`src/rtl/core/alrs_pkg.sv`:
```
package alrs_pkg;

	localparam int FUNC_W  = 3;
	localparam int VAL_W   = 8;
	localparam int STAT_W  = 2;
	localparam int COUNT_W = 7;

	localparam int CAPACITY_DEF    = 64;
	localparam int VALUE_RANGE_DEF = 256;

	localparam logic [FUNC_W-1:0] F_INS_AFTER  = 3'd0;
	localparam logic [FUNC_W-1:0] F_INS_BEFORE = 3'd1;
	localparam logic [FUNC_W-1:0] F_REMOVE     = 3'd2;
	localparam logic [FUNC_W-1:0] F_NEXT       = 3'd3;
	localparam logic [FUNC_W-1:0] F_PREV       = 3'd4;
	localparam logic [FUNC_W-1:0] F_FIRST      = 3'd5;

	localparam logic [STAT_W-1:0] S_OK       = 2'd0;
	localparam logic [STAT_W-1:0] S_NONEMPTY = 2'd1;
	localparam logic [STAT_W-1:0] S_FULL     = 2'd2;
	localparam logic [STAT_W-1:0] S_ABSENT   = 2'd3;

	typedef logic [COUNT_W-1:0] count_out_t;

	typedef struct packed {
		logic [VAL_W-1:0]  answer;
		logic [STAT_W-1:0] status;
	} res_t;

endpackage

```
`src/rtl/core/array_linked_ring_store_core.sv`:
```
// Ring store of distinct values held as a circular doubly linked list in dense slots.
// One transaction in gives exactly one transaction out (answer, status, count after
// the operation). Transactions are handled one at a time by a sequencer that does
// read-modify-write passes over two RAMs with registered reads: a slot RAM holding
// {value, next, prev} per slot and a value-to-slot map. How long a transaction takes
// is set by the slot RAM's single port pair: every link update is a read then a write
// to that RAM. After reset the map RAM is swept to zero, one entry a cycle, and
// in_stall stays high until all 2^VW entries (256 with the default value range) are
// clear. A value counts as held only when its map entry points at a live slot that
// holds that same value. A finished result sits in an output register, and a new
// transaction is taken while it waits.
module array_linked_ring_store_core import alrs_pkg::*; #(
	parameter int CAPACITY    = CAPACITY_DEF,
	parameter int VALUE_RANGE = VALUE_RANGE_DEF
) (
	input  logic              clk,
	input  logic              arst_n,
	input  logic              in_valid,
	output logic              in_stall,
	input  logic [FUNC_W-1:0] func,
	input  logic [VAL_W-1:0]  item_value,
	input  logic [VAL_W-1:0]  anchor_value,
	input  logic              anchor_none,
	output logic              out_valid,
	input  logic              out_stall,
	output logic [VAL_W-1:0]  answer_value,
	output logic [STAT_W-1:0] status,
	output logic [COUNT_W-1:0] entry_count
);

	localparam int SW = $clog2(CAPACITY);
	localparam int CW = $clog2(CAPACITY + 1);
	localparam int VW = (VALUE_RANGE > 1) ? $clog2(VALUE_RANGE) : 1;
	localparam int WW = VAL_W + 2 * SW;

	logic          slot_rd_en, slot_wr_en, map_rd_en, map_wr_en;
	logic [SW-1:0] slot_rd_addr, slot_wr_addr, map_rd_data, map_wr_data;
	logic [WW-1:0] slot_rd_data, slot_wr_data;
	logic [VW-1:0] map_rd_addr, map_wr_addr;
	logic          res_valid, out_free;
	res_t          res;
	logic [CW-1:0] count;

	// output register state
	logic          out_valid_q;
	res_t          out_res_q;
	count_out_t    out_count_q;

	// slot RAM rounded up to a power of two so any link code addresses it
	alrs_ram #(.WIDTH(WW), .DEPTH(1 << SW)) u_slot_ram (
		.clk     (clk),
		.wr_en   (slot_wr_en),
		.wr_addr (slot_wr_addr),
		.wr_data (slot_wr_data),
		.rd_en   (slot_rd_en),
		.rd_addr (slot_rd_addr),
		.rd_data (slot_rd_data)
	);

	alrs_ram #(.WIDTH(SW), .DEPTH(1 << VW)) u_map_ram (
		.clk     (clk),
		.wr_en   (map_wr_en),
		.wr_addr (map_wr_addr),
		.wr_data (map_wr_data),
		.rd_en   (map_rd_en),
		.rd_addr (map_rd_addr),
		.rd_data (map_rd_data)
	);

	alrs_seq #(.CAPACITY(CAPACITY), .VALUE_RANGE(VALUE_RANGE)) u_seq (
		.clk          (clk),
		.arst_n       (arst_n),
		.in_valid     (in_valid),
		.in_stall     (in_stall),
		.func         (func),
		.item_value   (item_value),
		.anchor_value (anchor_value),
		.anchor_none  (anchor_none),
		.out_free     (out_free),
		.res_valid    (res_valid),
		.res          (res),
		.count        (count),
		.slot_rd_en   (slot_rd_en),
		.slot_rd_addr (slot_rd_addr),
		.slot_rd_data (slot_rd_data),
		.slot_wr_en   (slot_wr_en),
		.slot_wr_addr (slot_wr_addr),
		.slot_wr_data (slot_wr_data),
		.map_rd_en    (map_rd_en),
		.map_rd_addr  (map_rd_addr),
		.map_rd_data  (map_rd_data),
		.map_wr_en    (map_wr_en),
		.map_wr_addr  (map_wr_addr),
		.map_wr_data  (map_wr_data)
	);

	// output register frees up in the same cycle its transaction is taken
	assign out_free = !out_valid_q || !out_stall;

	always_ff @(posedge clk or negedge arst_n) begin
		if (!arst_n) begin
			out_valid_q <= 1'b0;
		end else if (res_valid) begin
			out_valid_q <= 1'b1;
		end else if (!out_stall) begin
			out_valid_q <= 1'b0;
		end
	end

	always_ff @(posedge clk) begin
		if (res_valid) begin
			out_res_q   <= res;
			out_count_q <= count_out_t'(count);
		end
	end

	assign out_valid    = out_valid_q;
	assign answer_value = out_res_q.answer;
	assign status       = out_res_q.status;
	assign entry_count  = out_count_q;

endmodule

```
`src/rtl/core/alrs_ram.sv`:
```
module alrs_ram #(
	parameter int WIDTH = 8,
	parameter int DEPTH = 64,
	localparam int AW = (DEPTH > 1) ? $clog2(DEPTH) : 1
) (
	input  logic             clk,
	input  logic             wr_en,
	input  logic [AW-1:0]    wr_addr,
	input  logic [WIDTH-1:0] wr_data,
	input  logic             rd_en,
	input  logic [AW-1:0]    rd_addr,
	output logic [WIDTH-1:0] rd_data
);

	logic [WIDTH-1:0] mem [DEPTH];

	always_ff @(posedge clk) begin
		if (wr_en) begin
			mem[wr_addr] <= wr_data;
		end
		if (rd_en) begin
			rd_data <= mem[rd_addr];
		end
	end

endmodule

```
`src/rtl/core/alrs_seq.sv`:
```
module alrs_seq import alrs_pkg::*; #(
	parameter int CAPACITY    = CAPACITY_DEF,
	parameter int VALUE_RANGE = VALUE_RANGE_DEF,
	localparam int SW = $clog2(CAPACITY),
	localparam int CW = $clog2(CAPACITY + 1),
	localparam int VW = (VALUE_RANGE > 1) ? $clog2(VALUE_RANGE) : 1,
	localparam int WW = VAL_W + 2 * SW
) (
	input  logic              clk,
	input  logic              arst_n,
	// request side
	input  logic              in_valid,
	output logic              in_stall,
	input  logic [FUNC_W-1:0] func,
	input  logic [VAL_W-1:0]  item_value,
	input  logic [VAL_W-1:0]  anchor_value,
	input  logic              anchor_none,
	// result side
	input  logic              out_free,
	output logic              res_valid,
	output res_t              res,
	output logic [CW-1:0]     count,
	// slot memory {value, next, prev}
	output logic              slot_rd_en,
	output logic [SW-1:0]     slot_rd_addr,
	input  logic [WW-1:0]     slot_rd_data,
	output logic              slot_wr_en,
	output logic [SW-1:0]     slot_wr_addr,
	output logic [WW-1:0]     slot_wr_data,
	// value-to-slot map
	output logic              map_rd_en,
	output logic [VW-1:0]     map_rd_addr,
	input  logic [SW-1:0]     map_rd_data,
	output logic              map_wr_en,
	output logic [VW-1:0]     map_wr_addr,
	output logic [SW-1:0]     map_wr_data
);

	localparam logic [4:0] ST_IDLE = 5'd0;
	localparam logic [4:0] ST_LOOK = 5'd1;
	localparam logic [4:0] ST_KEY1 = 5'd2;
	localparam logic [4:0] ST_KEY2 = 5'd3;
	localparam logic [4:0] ST_ANS  = 5'd4;
	localparam logic [4:0] ST_VCHK = 5'd5;
	localparam logic [4:0] ST_IPW  = 5'd6;
	localparam logic [4:0] ST_INW  = 5'd7;
	localparam logic [4:0] ST_R1W  = 5'd8;
	localparam logic [4:0] ST_R2R  = 5'd9;
	localparam logic [4:0] ST_R2W  = 5'd10;
	localparam logic [4:0] ST_R3R  = 5'd11;
	localparam logic [4:0] ST_R3W  = 5'd12;
	localparam logic [4:0] ST_R4W  = 5'd13;
	localparam logic [4:0] ST_R5R  = 5'd14;
	localparam logic [4:0] ST_R5W  = 5'd15;
	localparam logic [4:0] ST_R6   = 5'd16;
	localparam logic [4:0] ST_DONE = 5'd17;
	localparam logic [4:0] ST_CLR  = 5'd18;

	logic [4:0]        state_q, state_d;
	logic [VW-1:0]     clr_q;
	logic [FUNC_W-1:0] func_q;
	logic [VAL_W-1:0]  item_q, anchor_q;
	logic              none_q;
	logic [CW-1:0]     count_q, cnt_d;
	logic              cnt_ld;
	logic [SW-1:0]     a_slot_q, v_slot_q, p_q, n_q, lp_q, ln_q;
	logic [VAL_W-1:0]  lval_q;
	logic [WW-1:0]     key_word_q;
	res_t              res_q;

	logic              fin;
	res_t              fin_res;
	logic              is_ins, is_after;
	logic [VAL_W-1:0]  key;
	logic              key_in_range, item_in_range, key_held, v_held;
	logic [VAL_W-1:0]  rd_val;
	logic [SW-1:0]     rd_next, rd_prev, kw_next, kw_prev;
	logic [SW-1:0]     new_slot, ins_p, ins_n, lp_fix, ln_fix;

	assign rd_val  = slot_rd_data[WW-1 -: VAL_W];
	assign rd_next = slot_rd_data[2*SW-1:SW];
	assign rd_prev = slot_rd_data[SW-1:0];
	assign kw_next = key_word_q[2*SW-1:SW];
	assign kw_prev = key_word_q[SW-1:0];

	assign is_ins   = (func_q == F_INS_AFTER) || (func_q == F_INS_BEFORE);
	assign is_after = (func_q == F_INS_AFTER);
	assign key      = is_ins ? anchor_q : item_q;

	assign key_in_range  = 32'(key) < 32'(VALUE_RANGE);
	assign item_in_range = 32'(item_q) < 32'(VALUE_RANGE);
	// held: map entry points at a live slot that really holds the value
	assign key_held = (CW'(a_slot_q) < count_q) && (rd_val == key) && key_in_range;
	assign v_held   = (CW'(v_slot_q) < count_q) && (rd_val == item_q);

	assign new_slot = count_q[SW-1:0];
	assign ins_p    = is_after ? a_slot_q : kw_prev;
	assign ins_n    = is_after ? kw_next : a_slot_q;
	// last slot is count_q after the decrement
	assign lp_fix   = (rd_prev == count_q[SW-1:0]) ? a_slot_q : rd_prev;
	assign ln_fix   = (rd_next == count_q[SW-1:0]) ? a_slot_q : rd_next;

	assign in_stall = (state_q != ST_IDLE);
	assign res      = res_q;
	assign count    = count_q;

	always_comb begin
		state_d      = state_q;
		fin          = 1'b0;
		fin_res      = '{answer: '0, status: S_OK};
		cnt_ld       = 1'b0;
		cnt_d        = count_q;
		res_valid    = 1'b0;
		slot_rd_en   = 1'b0;
		slot_rd_addr = '0;
		slot_wr_en   = 1'b0;
		slot_wr_addr = '0;
		slot_wr_data = '0;
		map_rd_en    = 1'b0;
		map_rd_addr  = '0;
		map_wr_en    = 1'b0;
		map_wr_addr  = '0;
		map_wr_data  = '0;
		unique case (state_q)
			ST_CLR: begin
				// sweep the map to zero after reset
				map_wr_en   = 1'b1;
				map_wr_addr = clr_q;
				if (&clr_q) state_d = ST_IDLE;
			end
			ST_IDLE: begin
				if (in_valid) state_d = ST_LOOK;
			end
			ST_LOOK: begin
				case (func_q) inside
					F_INS_AFTER, F_INS_BEFORE: begin
						if (none_q) begin
							fin = 1'b1;
							if (count_q != '0) begin
								fin_res.status = S_NONEMPTY;
							end else if (!item_in_range) begin
								fin_res.status = S_ABSENT;
							end else begin
								slot_wr_en   = 1'b1;
								slot_wr_data = {item_q, {SW{1'b0}}, {SW{1'b0}}};
								map_wr_en    = 1'b1;
								map_wr_addr  = VW'(item_q);
								cnt_ld       = 1'b1;
								cnt_d        = CW'(1);
							end
						end else begin
							map_rd_en   = 1'b1;
							map_rd_addr = VW'(anchor_q);
							state_d     = ST_KEY1;
						end
					end
					F_REMOVE, F_NEXT, F_PREV: begin
						map_rd_en   = 1'b1;
						map_rd_addr = VW'(item_q);
						state_d     = ST_KEY1;
					end
					F_FIRST: begin
						slot_rd_en = 1'b1;
						state_d    = ST_ANS;
					end
					default: fin = 1'b1;
				endcase
			end
			ST_KEY1: begin
				slot_rd_en   = 1'b1;
				slot_rd_addr = map_rd_data;
				map_rd_en    = is_ins;
				map_rd_addr  = VW'(item_q);
				state_d      = ST_KEY2;
			end
			ST_KEY2: begin
				case (func_q) inside
					F_INS_AFTER, F_INS_BEFORE: begin
						if (!key_held || !item_in_range) begin
							fin            = 1'b1;
							fin_res.status = S_ABSENT;
						end else if (count_q >= CW'(CAPACITY)) begin
							fin            = 1'b1;
							fin_res.status = S_FULL;
						end else begin
							slot_rd_en   = 1'b1;
							slot_rd_addr = map_rd_data;
							state_d      = ST_VCHK;
						end
					end
					F_REMOVE: begin
						if (!key_held) begin
							fin            = 1'b1;
							fin_res.status = S_ABSENT;
						end else if (count_q <= CW'(1)) begin
							fin    = 1'b1;
							cnt_ld = 1'b1;
							cnt_d  = '0;
						end else begin
							slot_rd_en   = 1'b1;
							slot_rd_addr = rd_prev;
							state_d      = ST_R1W;
						end
					end
					F_NEXT, F_PREV: begin
						if (!key_held) begin
							fin            = 1'b1;
							fin_res.status = S_ABSENT;
						end else begin
							slot_rd_en   = 1'b1;
							slot_rd_addr = (func_q == F_NEXT) ? rd_next : rd_prev;
							state_d      = ST_ANS;
						end
					end
					default: fin = 1'b1;
				endcase
			end
			ST_ANS: begin
				fin = 1'b1;
				if ((func_q == F_FIRST) && (count_q == '0)) begin
					fin_res.status = S_ABSENT;
				end else begin
					fin_res.answer = rd_val;
				end
			end
			ST_VCHK: begin
				if (v_held) begin
					fin = 1'b1;
				end else begin
					slot_wr_en   = 1'b1;
					slot_wr_addr = new_slot;
					slot_wr_data = {item_q, ins_n, ins_p};
					map_wr_en    = 1'b1;
					map_wr_addr  = VW'(item_q);
					map_wr_data  = new_slot;
					slot_rd_en   = 1'b1;
					slot_rd_addr = ins_p;
					state_d      = ST_IPW;
				end
			end
			ST_IPW: begin
				slot_wr_en   = 1'b1;
				slot_wr_addr = p_q;
				slot_wr_data = {rd_val, new_slot, (p_q == n_q) ? new_slot : rd_prev};
				if (p_q == n_q) begin
					fin    = 1'b1;
					cnt_ld = 1'b1;
					cnt_d  = count_q + CW'(1);
				end else begin
					slot_rd_en   = 1'b1;
					slot_rd_addr = n_q;
					state_d      = ST_INW;
				end
			end
			ST_INW: begin
				slot_wr_en   = 1'b1;
				slot_wr_addr = n_q;
				slot_wr_data = {rd_val, rd_next, new_slot};
				fin          = 1'b1;
				cnt_ld       = 1'b1;
				cnt_d        = count_q + CW'(1);
			end
			ST_R1W: begin
				slot_wr_en   = 1'b1;
				slot_wr_addr = p_q;
				slot_wr_data = {rd_val, n_q, rd_prev};
				state_d      = ST_R2R;
			end
			ST_R2R: begin
				slot_rd_en   = 1'b1;
				slot_rd_addr = n_q;
				state_d      = ST_R2W;
			end
			ST_R2W: begin
				slot_wr_en   = 1'b1;
				slot_wr_addr = n_q;
				slot_wr_data = {rd_val, rd_next, p_q};
				cnt_ld       = 1'b1;
				cnt_d        = count_q - CW'(1);
				if (CW'(a_slot_q) == cnt_d) begin
					fin = 1'b1;
				end else begin
					state_d = ST_R3R;
				end
			end
			ST_R3R: begin
				slot_rd_en   = 1'b1;
				slot_rd_addr = count_q[SW-1:0];
				state_d      = ST_R3W;
			end
			ST_R3W: begin
				map_wr_en    = 1'b1;
				map_wr_addr  = VW'(rd_val);
				map_wr_data  = a_slot_q;
				slot_rd_en   = 1'b1;
				slot_rd_addr = lp_fix;
				state_d      = ST_R4W;
			end
			ST_R4W: begin
				slot_wr_en   = 1'b1;
				slot_wr_addr = lp_q;
				slot_wr_data = {rd_val, a_slot_q, rd_prev};
				state_d      = ST_R5R;
			end
			ST_R5R: begin
				slot_rd_en   = 1'b1;
				slot_rd_addr = ln_q;
				state_d      = ST_R5W;
			end
			ST_R5W: begin
				slot_wr_en   = 1'b1;
				slot_wr_addr = ln_q;
				slot_wr_data = {rd_val, rd_next, a_slot_q};
				state_d      = ST_R6;
			end
			ST_R6: begin
				slot_wr_en   = 1'b1;
				slot_wr_addr = a_slot_q;
				slot_wr_data = {lval_q, ln_q, lp_q};
				fin          = 1'b1;
			end
			ST_DONE: begin
				if (out_free) begin
					res_valid = 1'b1;
					state_d   = ST_IDLE;
				end
			end
			default: state_d = ST_IDLE;
		endcase
		if (fin) state_d = ST_DONE;
	end

	always_ff @(posedge clk or negedge arst_n) begin
		if (!arst_n) begin
			state_q <= ST_CLR;
			clr_q   <= '0;
			count_q <= '0;
		end else begin
			state_q <= state_d;
			if (state_q == ST_CLR) clr_q <= clr_q + VW'(1);
			if (cnt_ld) count_q <= cnt_d;
		end
	end

	always_ff @(posedge clk) begin
		if ((state_q == ST_IDLE) && in_valid) begin
			func_q   <= func;
			item_q   <= item_value;
			anchor_q <= anchor_value;
			none_q   <= anchor_none;
		end
		if (state_q == ST_KEY1) a_slot_q <= map_rd_data;
		if (state_q == ST_KEY2) begin
			key_word_q <= slot_rd_data;
			v_slot_q   <= map_rd_data;
			p_q        <= rd_prev;
			n_q        <= rd_next;
		end
		if (state_q == ST_VCHK) begin
			p_q <= ins_p;
			n_q <= ins_n;
		end
		if (state_q == ST_R3W) begin
			lp_q   <= lp_fix;
			ln_q   <= ln_fix;
			lval_q <= rd_val;
		end
		if (fin) res_q <= fin_res;
	end

endmodule

```
`config.mk`:
```
export PLATFORM = sky130hd
export DESIGN_NAME = array_linked_ring_store_core
export DESIGN_NICKNAME = d
export VERILOG_FILES = /design/src/rtl/core/alrs_pkg.sv /design/src/rtl/core/array_linked_ring_store_core.sv /design/src/rtl/core/alrs_ram.sv /design/src/rtl/core/alrs_seq.sv
export SDC_FILE = /design/constraint.sdc
export NUM_CORES = 2
export LEC_CHECK = 0
export ABC_AREA = 1
export BUFFER_PORTS_ARGS = -buffer_cell sky130_fd_sc_hd__buf_4
export CAP_MARGIN = 20
export CORE_UTILIZATION = 45
export DETAILED_ROUTE_END_ITERATION = 8
export GPL_ROUTABILITY_DRIVEN = 1
export PLACE_DENSITY = 0.64
export SYNTH_ARGS = -nofsm -noshare
export SYNTH_HDL_FRONTEND = slang
export SYNTH_SLANG_ARGS = --single-unit
```
`constraint.sdc`:
```
create_clock -name clk -period 18.25 [get_ports clk]
set_clock_uncertainty 0.05 [all_clocks]
set_input_delay 2.7375 -clock clk [delete_from_list [all_inputs] [get_ports clk]]
set_output_delay 2.7375 -clock clk [all_outputs]
set_load 0.02 [all_outputs]
```
==> summary.md <==
| Metric | Value |
|---|---|
| First-pass GRT wire length | `roughly 550000 microns` |
| Most frequent cells in the layout | `edfxtp_1, nand3_1, nand2_1` |
| # nets final | `~11000` |
| Antenna-violating nets left | `0` |
| Cell taking the most area after synthesis | `edfxtp_1` |
| Final WL | `approximately 370000 microns` |
| Mapped Cells | `between 10000 and 15000` |
| Starting density of the core | `between 40% and 50%` |
| Post-CTS Setup Inserts | `0` |
| Iteration-0 DRC Markers | `10700` |
| CP most frequent cell | `nand3_1` |
| CTS tree | `yes` |
| Worst Path Class, Setup | `register to register` |
| CP max stage cell | `buf_4` |
| WP buf/inv | `4` |
| Syn_nets | `~11000` |
| Worst-path cell chain | `clkinv_1, ha_1, nand2_1, nand2_1, a21oi_1, nand2_1, nor2_2, nand3_2, nor2_8, nand3_1, nand3_1, nand2_8, nand2_8, buf_4, buf_4, buf_4, nand2_1, nand3_1, nand3_1, nand3_1, nand3_1, nand3_1, nand2_1` |
| Routability cong. | `0.922` |
| Warnings from Yosys | `0` |
| Worst-margin pin slew | `roughly 1.3 ns` |
| Critical path endpoint category | `register` |
| Top Family by Delay on Critical Path | `simple AND/OR/NAND/NOR gates` |
| Share of cells above drive strength 1 | `~7.2%` |
| Min Tclk post-route | `~7.4 ns` |
| Startpoint Class | `register` |
| Crit path DAT | `~8.0 ns` |
| Synth Register Bits | `around 3000` |
| PostCTS Resize Cnt | `0` |
| Most used DFF post-synth | `edfxtp_1` |
| Synth cell types | `50` |
| Detailed-route DRC error count | `0` |
| CTS HTree Levels | `5` |
| Post-synth EDFFs | `2945` |
| Fin. Hold Viols | `0` |
| PD cells | `139 nW/um^2` |
| Die X | `533 microns` |
| Port bufs | `42` |
| Internal | `0.0128 W` |
| Sw Ratio | `between 30% and 40%` |
| Hpwl dp | `roughly 210000 microns` |
| Row count | `about 190` |
| MaxCap Viol Count | `0` |
| Fmax | `135 MHz` |
| Switching pwr | `roughly 0.0067 W` |
| Synth area leaders | `edfxtp_1, nand3_1, nand2_1` |
| Routed len/inst | `25.1 microns` |
| Root buf cell | `clkbuf_16` |
| Core ar. | `between 200000 and 300000 sq um` |
| Gr ovfl total | `0` |
| RSZ-0062 raised after global routing | `false` |
| Clock Sinks | `roughly 3000` |
| Later-pin clock latency in the skew report | `roughly 0.88 ns` |
| Setup TNS | `0 ns` |
| Largest net degree at the start of global routing | `around 230` |
| Area growth syn-to-layout | `11.0%` |
| CTS Buffer Depth | `4` |
| Max-slew violations | `0` |
| CTS clk-pin slew, worst paths | `approximately 0.060 ns` |
| CP Max Fanout | `between 100 and 150` |
| Status | `finished, final reports clean` |
| Clock power frac | `between 30% and 40%` |
| Fill cells | `between 20000 and 25000` |
| Fin Hold WS | `roughly 0.35 ns` |
| Die area | `284000 sq um` |
| Hold buffers post-CTS | `0` |
| Slew Limit Headroom | `13.8%` |
| Chip height | `533 microns` |
| Commonest non-fill, non-tap cell in the layout | `edfxtp_1` |
| Reg power frac | `42.1%` |
| Vias/cell | `5.81` |
| Tot GR Track Use | `between 20% and 30%` |
| Vias in the first global route | `82300` |
| LEAKAGE | `46.3 nW` |
| Worst path max stage delay | `0.81 ns` |
| Mean Syn Cell Area | `approximately 12 sq um` |
| Critical path data required time | `around 19 ns` |
| Worst Hold Class | `register to register` |
| Post-synthesis cell area | `about 130000 sq um` |
| Number of detailed-route iterations in the first pass | `8` |
| Combinational Power Share | `25.9%` |
| FFs w/ async S/R, synth | `0.708%` |
| Initial antenna violation count | `11` |
| Top-area cell type share of the netlist area | `69.7%` |
| Sequential element share of the synthesized area | `70.2%` |
| Final number of setup-violating endpoints | `0` |
| Num CTS Buffers | `about 310` |
| Num ports | `43` |
| Worst VDD drop | `120 uV` |
| Vias | `approximately 86000` |
| Fin crit share | `a little over 40%` |
## synthesized netlist by cell type (all sizes together) (17+ instances only)
cell    number
edfxtp    2945
nand3     1644
nand2     1528
nor2      1298
inv        907
o21ai      832
nand3b     482
clkbuf     377
buf        349
o22ai      272
o211ai     156
a21oi       42
xor2        20
dfrtp       19
nor3        17
## final cells by class
type / count / area [sq um] / share of cell area, %
Antenna cell: 6 / 15.0 / 0.0107
Clock buffer: 380 / 8250 / 5.87
Clock inverter: 175 / 1620 / 1.15
Inverter: 914 / 3460 / 2.46
Multi-Input combinational cell: 6406 / 31700 / 22.5
Sequential cell: 2966 / 89000 / 63.2
Tap cell: 3724 / 4660 / 3.31
Timing Repair Buffer: 227 / 2050 / 1.46
## worst register-to-register path, stage by stage, from the launching register on
cell      delay, ns
dfrtp_1        0.56
clkinv_1       0.33
ha_1           0.38
nand2_1        0.07
nand2_1        0.06
a21oi_1        0.21
nand2_1        0.10
nor2_2         0.17
nand3_2        0.15
nor2_8         0.17
nand3_1        0.09
nand3_1        0.23
nand2_8        0.43
nand2_8        0.73
buf_4          0.85
buf_4          0.81
buf_4          0.78
nand2_1        0.15
nand3_1        0.10
nand3_1        0.11
nand3_1        0.14
nand3_1        0.15
nand3_1        0.22
nand2_1        0.09
## power by group through the flow
| stage | combinational (W) | clock [W] | sequential [W] |
|---|---|---|---|
| 6_report | 0.00505 | 0.00624 | 0.00822 |
| 3_5_place_dp | 0.00496 | 0 | 0.00836 |
| 5_1_grt | 0.00538 | 0.00655 | 0.00822 |
| 3_3_place_gp | 0.00489 | 0 | 0.00836 |
| 4_1_cts | 0.00497 | 0.00631 | 0.00822 |
| 2_1_floorplan | 0.00300 | 0 | 0.00831 |
## kinds of logic (layout without fill, tap and decap cells)
family,count (synthesis),in the layout,share of synthesized area [%]
AOI/OAI and AO/OA,1366,1366,6.15
xor gates and xnor gates,33,33,0.228
adders and majority gates,15,15,0.148
buffers and inverters,1640,1696,5.38
DFF,2966,2966,70.2
other,0,6,0
and+or+nand+nor,4992,4992,17.9
## final timing paths
check	from	endpoint	slack (ns)	cells after the start
max in group asynchronous	arst_n	u_seq.state_q[1]	16.14	1
hold / removal	u_seq.res[6]	answer_value[4]	0.35	0
min in group asynchronous	arst_n	out_valid	1.71	1
setup reg to reg	u_seq.count[4]	u_slot_ram.rd_data[14]	10.85	23
setup / recovery	u_seq.count[4]	u_slot_ram.rd_data[14]	10.85	23
hold reg to reg	u_seq.res[6]	answer_value[4]	0.35	0
## stage by stage
step / worst slack [ns] / cells / util, % / instance area [sq um] / power (W)
4_1_cts: 10.96 / 14800 / 50.2 / 141000 / 0.0195
5_1_grt: 10.34 / 14800 / 50.3 / 141000 / 0.0201
6_report: 10.85 / 14800 / 50.3 / 141000 / 0.0195
2_1_floorplan: 4.97 / 11000 / - / 127000 / 0.0113
3_5_place_dp: 10.99 / 14200 / 46.7 / 131000 / 0.0133
3_3_place_gp: 11.06 / 14200 / 46.7 / 131000 / 0.0132
## metal layers
metal	wire, microns	vias up	track usage [%]
li1	-	38600	-
met1	146000	42300	33.8
met2	175000	4241	41.5
met3	30200	804	3.65
met4	20500	4	13.0
met5	241	-	0
## flip-flops by register name, summed over array words and instances (netlist names), 8 cells and up
name	flops
u_map_ram.mem	1536
u_slot_ram.mem	1280
u_slot_ram.rd_data	20
u_seq.key_word_q	12
u_seq.res	10
answer_value	8
u_seq.anchor_q	8
u_seq.clr_q	8
u_seq.item_q	8
u_seq.lval_q	8
Note: power is estimated with default switching activity, not from simulation.
